===== config.mk =====
export PLATFORM = sky130hd
export DESIGN_NAME = combined_lcg_random_generator_top
export DESIGN_NICKNAME = d
export VERILOG_FILES = /design/src/clcg_pkg.sv /design/src/clcg_seed_unit.sv /design/src/clcg_combine.sv /design/src/clcg_frac.sv /design/src/combined_lcg_random_generator_top.sv
export SDC_FILE = /design/constraint.sdc
export NUM_CORES = 2
export LEC_CHECK = 0
export ABC_AREA = 1
export BUFFER_PORTS_ARGS = -buffer_cell sky130_fd_sc_hd__buf_4
export CORE_MARGIN = 2
export CORE_UTILIZATION = 55
export DETAILED_ROUTE_END_ITERATION = 7
export PLACE_DENSITY = 0.82
export SYNTH_ARGS = -nofsm -noshare
export SYNTH_HDL_FRONTEND = slang
export SYNTH_SLANG_ARGS = --single-unit

===== constraint.sdc =====
create_clock -name clock -period 14.5 [get_ports clock]
set_clock_uncertainty 0.15 [all_clocks]
set_input_delay 2.175 -clock clock [delete_from_list [all_inputs] [get_ports clock]]
set_output_delay 2.175 -clock clock [all_outputs]
set_load 0.05 [all_outputs]

===== src/clcg_pkg.sv =====
// Package with the constants, types and modular step function of the combined LCG.
package clcg_pkg;

   localparam logic ACTION_DRAW = 1'b0;
   localparam logic ACTION_LOAD = 1'b1;

   localparam logic [15:0] MUL_FIRST  = 16'd40014;
   localparam logic [30:0] MOD_FIRST  = 31'd2147483563;
   localparam logic [7:0]  FOLD_FIRST = 8'd85;
   localparam logic [15:0] MUL_SECOND  = 16'd40692;
   localparam logic [30:0] MOD_SECOND  = 31'd2147483399;
   localparam logic [7:0]  FOLD_SECOND = 8'd249;

   localparam logic [31:0] SUB_FIRST  = 32'd954837833;
   localparam logic [31:0] SUB_SECOND = 32'd3987583;
   localparam logic [31:0] DEF_FIRST  = 32'd398745;
   localparam logic [31:0] DEF_SECOND = 32'd3987583;

   typedef struct packed {
      logic        load;
      logic [31:0] first_seed;
      logic [31:0] second_seed;
   } stage_type;

   // The modulus is 2^31 - fold, so the upper product bits fold back as a small multiple.
   function automatic logic [30:0] mod_step(logic [31:0] seed, logic [15:0] mul,
                                            logic [30:0] modulus, logic [7:0] fold);
      logic [47:0] prod;
      logic [31:0] sum;
      prod = {16'd0, seed} * {32'd0, mul};
      sum = {1'b0, prod[30:0]} + ({15'd0, prod[47:31]} * {24'd0, fold});
      if (sum >= {1'b0, modulus}) begin
         sum = sum - {1'b0, modulus};
      end
      return sum[30:0];
   endfunction

endpackage


===== src/clcg_seed_unit.sv =====
// Seed state registers with the load and draw update of both generators.
module clcg_seed_unit (
   input  logic                clock,
   input  logic                reset,
   input  logic                enable,
   input  logic                action,
   input  logic [31:0]         first_seed_in,
   input  logic [31:0]         second_seed_in,
   output clcg_pkg::stage_type stage
);

   logic [31:0] first_seed_ff, first_seed_in_next;
   logic [31:0] second_seed_ff, second_seed_in_next;
   logic        load_ff, load_in;
   logic [31:0] base_first, base_second;

   always_comb begin
      base_first  = first_seed_ff;
      base_second = second_seed_ff;
      if (second_seed_ff == 32'd0) begin
         base_first  = clcg_pkg::DEF_FIRST;
         base_second = clcg_pkg::DEF_SECOND;
      end
      if (action == clcg_pkg::ACTION_LOAD) begin
         load_in = 1'b1;
         first_seed_in_next  = (first_seed_in == 32'd0) ? clcg_pkg::SUB_FIRST : first_seed_in;
         second_seed_in_next = (second_seed_in == 32'd0) ? clcg_pkg::SUB_SECOND
                                                         : second_seed_in;
      end else begin
         load_in = 1'b0;
         first_seed_in_next = {1'b0, clcg_pkg::mod_step(base_first, clcg_pkg::MUL_FIRST,
                                     clcg_pkg::MOD_FIRST, clcg_pkg::FOLD_FIRST)};
         second_seed_in_next = {1'b0, clcg_pkg::mod_step(base_second, clcg_pkg::MUL_SECOND,
                                      clcg_pkg::MOD_SECOND, clcg_pkg::FOLD_SECOND)};
      end
   end

   always_ff @(posedge clock) begin
      if (reset) begin
         first_seed_ff  <= 32'd0;
         second_seed_ff <= 32'd0;
      end else if (enable) begin
         first_seed_ff  <= first_seed_in_next;
         second_seed_ff <= second_seed_in_next;
      end
   end

   always_ff @(posedge clock) begin
      if (enable) begin
         load_ff <= load_in;
      end
   end

   assign stage.load        = load_ff;
   assign stage.first_seed  = first_seed_ff;
   assign stage.second_seed = second_seed_ff;

endmodule


===== src/clcg_combine.sv =====
// Pipeline stage that sums both seeds with a wrap at the first modulus.
module clcg_combine (
   input  logic                clock,
   input  logic                enable,
   input  clcg_pkg::stage_type stage_in,
   output clcg_pkg::stage_type stage_out,
   output logic [30:0]         sum
);

   clcg_pkg::stage_type stage_ff;
   logic [30:0]         sum_ff, sum_in;
   logic [31:0]         raw;

   always_comb begin
      raw = {1'b0, stage_in.first_seed[30:0]} + {1'b0, stage_in.second_seed[30:0]};
      if (raw >= {1'b0, clcg_pkg::MOD_FIRST}) begin
         raw = raw - {1'b0, clcg_pkg::MOD_FIRST};
      end
      sum_in = raw[30:0];
   end

   always_ff @(posedge clock) begin
      if (enable) begin
         stage_ff <= stage_in;
         sum_ff   <= sum_in;
      end
   end

   assign stage_out = stage_ff;
   assign sum       = sum_ff;

endmodule


===== src/clcg_frac.sv =====
// Result stage that forms the 0.32 fraction and holds the result registers.
module clcg_frac (
   input  logic                clock,
   input  logic                enable,
   input  clcg_pkg::stage_type stage_in,
   input  logic [30:0]         sum,
   output logic [30:0]         value,
   output logic [31:0]         fraction,
   output logic [31:0]         first_seed_now,
   output logic [31:0]         second_seed_now
);

   logic [30:0] value_ff, value_in;
   logic [31:0] fraction_ff, fraction_in;
   logic [31:0] first_ff, second_ff;
   logic [38:0] scaled;
   logic [7:0]  quot;
   logic [31:0] rem;

   // Since 2^32 = 2 * (M + 85), the fraction is 2z + floor(170z / M).
   always_comb begin
      scaled = {8'd0, sum} * 39'd170;
      rem = {1'b0, scaled[30:0]} + ({24'd0, scaled[38:31]} * {24'd0, clcg_pkg::FOLD_FIRST});
      quot = scaled[38:31];
      if (rem >= {1'b0, clcg_pkg::MOD_FIRST}) begin
         quot = quot + 8'd1;
      end
      if (stage_in.load) begin
         value_in    = 31'd0;
         fraction_in = 32'd0;
      end else begin
         value_in    = sum;
         fraction_in = {sum, 1'b0} + {24'd0, quot};
      end
   end

   always_ff @(posedge clock) begin
      if (enable) begin
         value_ff    <= value_in;
         fraction_ff <= fraction_in;
         first_ff    <= stage_in.first_seed;
         second_ff   <= stage_in.second_seed;
      end
   end

   assign value           = value_ff;
   assign fraction        = fraction_ff;
   assign first_seed_now  = first_ff;
   assign second_seed_now = second_ff;

endmodule


===== src/combined_lcg_random_generator_top.sv =====
// Top level of the combined two-generator multiplicative random source.
//
// Each request transaction either draws the next number (action 0) or loads
// both seeds (action 1); every request yields exactly one response transaction.
// A response carries the combined value, its 0.32 fraction of the first modulus,
// and both seeds as they stand after the request. A load returns zero value and
// fraction.
// The block is a three-stage pipeline: the seed registers update in the cycle of
// acceptance, the next stage sums the seeds, the last forms the fraction. A
// response is valid once its request has passed the sum and fraction stages, and
// one request can be accepted in every cycle while no valid response is stalled.
// The seed update loop (a 32 by 16 constant multiply and reduction) sets that rate.
// Reset clears both seeds, so the first draw reloads the default seeds. While
// the receiver stalls a valid response, the whole pipeline holds and req_ready
// is low; it accepts again in the cycle the response is taken.
module combined_lcg_random_generator_top (
   input  logic        clock,
   input  logic        reset,
   input  logic        req_valid,
   output logic        req_ready,
   input  logic        req_action,
   input  logic [31:0] req_first_seed_in,
   input  logic [31:0] req_second_seed_in,
   output logic        rsp_valid,
   input  logic        rsp_ready,
   output logic [30:0] rsp_value,
   output logic [31:0] rsp_fraction,
   output logic [31:0] rsp_first_seed_now,
   output logic [31:0] rsp_second_seed_now
);

   logic                advance;
   logic                accept;
   logic                seed_valid_ff, sum_valid_ff, rsp_valid_ff;
   clcg_pkg::stage_type seed_stage, sum_stage;
   logic [30:0]         sum;

   assign advance   = !rsp_valid_ff || rsp_ready;
   assign accept    = req_valid && advance;
   assign req_ready = advance;
   assign rsp_valid = rsp_valid_ff;

   always_ff @(posedge clock) begin
      if (reset) begin
         seed_valid_ff <= 1'b0;
         sum_valid_ff  <= 1'b0;
         rsp_valid_ff  <= 1'b0;
      end else if (advance) begin
         seed_valid_ff <= req_valid;
         sum_valid_ff  <= seed_valid_ff;
         rsp_valid_ff  <= sum_valid_ff;
      end
   end

   clcg_seed_unit u_seed (
      .clock          (clock),
      .reset          (reset),
      .enable         (accept),
      .action         (req_action),
      .first_seed_in  (req_first_seed_in),
      .second_seed_in (req_second_seed_in),
      .stage          (seed_stage)
   );

   clcg_combine u_combine (
      .clock     (clock),
      .enable    (advance),
      .stage_in  (seed_stage),
      .stage_out (sum_stage),
      .sum       (sum)
   );

   clcg_frac u_frac (
      .clock           (clock),
      .enable          (advance),
      .stage_in        (sum_stage),
      .sum             (sum),
      .value           (rsp_value),
      .fraction        (rsp_fraction),
      .first_seed_now  (rsp_first_seed_now),
      .second_seed_now (rsp_second_seed_now)
   );

endmodule


==> key figures <==
Status
  – Status: completed

Setup path
  – R2R Path End: u_seed.second_seed_ff[12]
  – Slowest stage delay, CP: 590 ps
  – Setup CP Type: reg2reg
  – WP data arrival: 13980 ps
  – Reg2reg setup slack: 890 ps
  – Slowest cell on crit path: fa_1
  – Startpoint Class: register
  – Reg2reg start: u_seed.second_seed_ff[9]
  – Worst-path maximum fanout: 39
  – R2R cell count: 57
  – Data required time at the worst endpoint: 14880 ps
  – Worst setup path startpoint: u_seed.second_seed_ff[9]
  – Crit-path most repeated cell: inv_1
  – Worst Setup End Kind: register

Floorplanning
  – I/O pin cnt: 198
  – Chip Width: 300 um
  – Row count: 108
  – Core Area: 86800 um^2
  – Starting Density: 0.555
  – Die area: 89900 um^2
  – Die Height: 300 um

Clocking
  – Worst-Skew Late Latency: 610 ps
  – Clk sinks: 291
  – Num CTS Buffers: 30
  – Clock Tree Root: clkbuf_16
  – CTS tree: done
  – H-tree levels: 1
  – Max Root-Sink Buffers: 3
  – Worst-path clk slew: 80 ps

STA
  – Fin. Hold Viols: 0
  – Hold slack: 257 ps
  – Crit path time final: 13610 ps
  – Max-Slew Margin vs Limit: 0.278
  – Max Fclk: 0.0735 GHz
  – Final Max Tran Viols: 0
  – Final period util: 0.938
  – Final Setup Violations: 0
  – Least-Margin Pin Slew: 1080 ps

Layout
  – Nets: 7682
  – Area Overhead vs Synth: 8.24%
  – Fraction of layout cells with a size suffix above 1: 0.0696

Yosys
  – Syn_area_per_cell: 7.69 um^2
  – Number of synthesized register bits: 291
  – Top cells by area, synth: fa_1, ha_1, edfxtp_1
  – Yosys top cell area share: 0.214
  – Area of the mapped netlist: 48100 um^2
  – Synth Flop Type: edfxtp_1
  – Cell count after synthesis: 6257
  – Net count after synthesis: 7479
  – Post-synth EDFFs: 224
  – Post-synthesis sequential area ratio: 0.168
  – Post-synth top cells: inv_1, nand2_1, ha_1
  – Top-count cell post-synth: inv_1
  – Largest area contributor in the netlist: fa_1
  – Asr flop ratio synth: 0
  – Post-synth cell types: 63
  – Ys Warns: 0

Route
  – Via count: 41800
  – Vias per cell: 5.48
  – Final wirelength: 146000 um
  – Antenna-violating nets left: 0
  – Pre-Repair DR Iteration Count: 7
  – Drt initial violations: 3873
  – Drt drc: 0
  – WL per Instance: 19.0 um

GRT
  – Total GRT Usage: 0.324
  – Vias in the first global route: 41300
  – Largest net degree at the start of global routing: 86
  – Gr ovfl total: 0
  – Initial antenna violation count: 4
  – Global-route wire length before repair: 228000 um

Flow run
  – Max Cap Viol: 0

Place
  – DP HPWL: 125000 um
  – RePlAce Congestion: 1.05
  – Port-buffer cells: 197

Min path
  – Hold depth: 0
  – Hold Path Origin: u_combine.stage_out[7]
  – Hold WC Path Type: reg2reg
  – Sink of the worst hold path: u_frac.second_seed_now[7]
-- metal layers --
| metal | track usage | up-vias | share of wire |
|---|---|---|---|
| li1 | - | 19900 | - |
| met2 | 0.514 | 1690 | 0.45 |
| met4 | 0.110 | 0 | 0.040 |
| met3 | 0.0606 | 261 | 0.092 |
| met1 | 0.446 | 20000 | 0.42 |
| met5 | 0 | - | 0 |
-- final cells by class --
cell class / instances / area, um^2
timing repair buffer: 256 / 1920
antenna: 3 / 7.51
clock inverter: 20 / 270
fill: 7746 / 34600
inverter: 1560 / 5860
tap: 1155 / 1450
sequential: 291 / 8070
multi-input combinational: 4321 / 33700
clock buffer: 36 / 795
-- critical path, delay by kind of cell, from the launching register on --
kind	cells	cell delay [ps]
compound gates	9	1970
fa+ha+maj	12	5660
xor+xnor	1	320
flops	1	470
simple gates	23	3750
buf+inv	12	1190
-- cells in the final DEF, fill, tap and decap left out, drive strengths merged, types with 28 or more instances in the layout --
master,count
inv,1557
nand2,1208
ha,638
nor2,554
fa,515
a21oi,335
nand3,300
buf,256
o21ai,238
edfxtp,224
xor2,152
nand4,85
dfxtp,67
xnor2,51
nor3,46
clkbuf,36
nor4,34
o21bai,28
-- logic make-up after synthesis --
kind of cell             after synthesis  synth area share
flip-flops                           291             0.168
AO/OA/AOI/OAI                        698            0.0808
AND/OR/NAND/NOR                     2267             0.201
XOR/XNOR                             203            0.0377
adder cells (fa/ha/maj)             1153             0.380
buffers and inverters               1645             0.133
-- what timing repair did --
item	in CTS	in global routing
setup buffers	0	0
endpoints found under the setup margin	0	29
hold endpoints to repair	0	0
gates resized for setup	0	6
hold buffers	0	0
-- worst max-delay path by stage --
stage / end / slack, ps / cells after the start
after global placement: u_seed.second_seed_ff[15] / 1000 / 59
after CTS: u_seed.second_seed_ff[18] / 760 / 59
after floorplan: u_seed.first_seed_ff[10] / 2950 / 61
after detailed placement: u_seed.second_seed_ff[18] / 880 / 59
after global routing: u_seed.second_seed_ff[12] / -40 / 58
final: u_seed.second_seed_ff[12] / 890 / 57
-- registers in the layout, summed over array words and instances (netlist names), 31 cells and up --
| name | flops |
|---|---|
| u_frac.first_seed_now | 32 |
| u_frac.value | 31 |
| u_combine.stage_out | 65 |
| u_seed.first_seed_ff | 32 |
| u_combine.sum | 31 |
| u_frac.second_seed_now | 32 |
| u_frac.fraction | 32 |
| u_seed.second_seed_ff | 32 |
-- stage by stage --
step	cell area (um^2)	TNS [ps]	setup slack, ps	utilization	instances
final	52100	0	893	0.601	7642
after global routing	52100	-37.7	-37.7	0.601	7639
after floorplan	48100	0	2950	-	6257
after detailed placement	51000	0	879	0.588	7583
after CTS	52100	0	758	0.600	7639
after global placement	51000	0	1000	0.588	7583
Power is not shown: default switching activity piles up to over one toggle a cycle in this logic, so the estimate is an artifact.
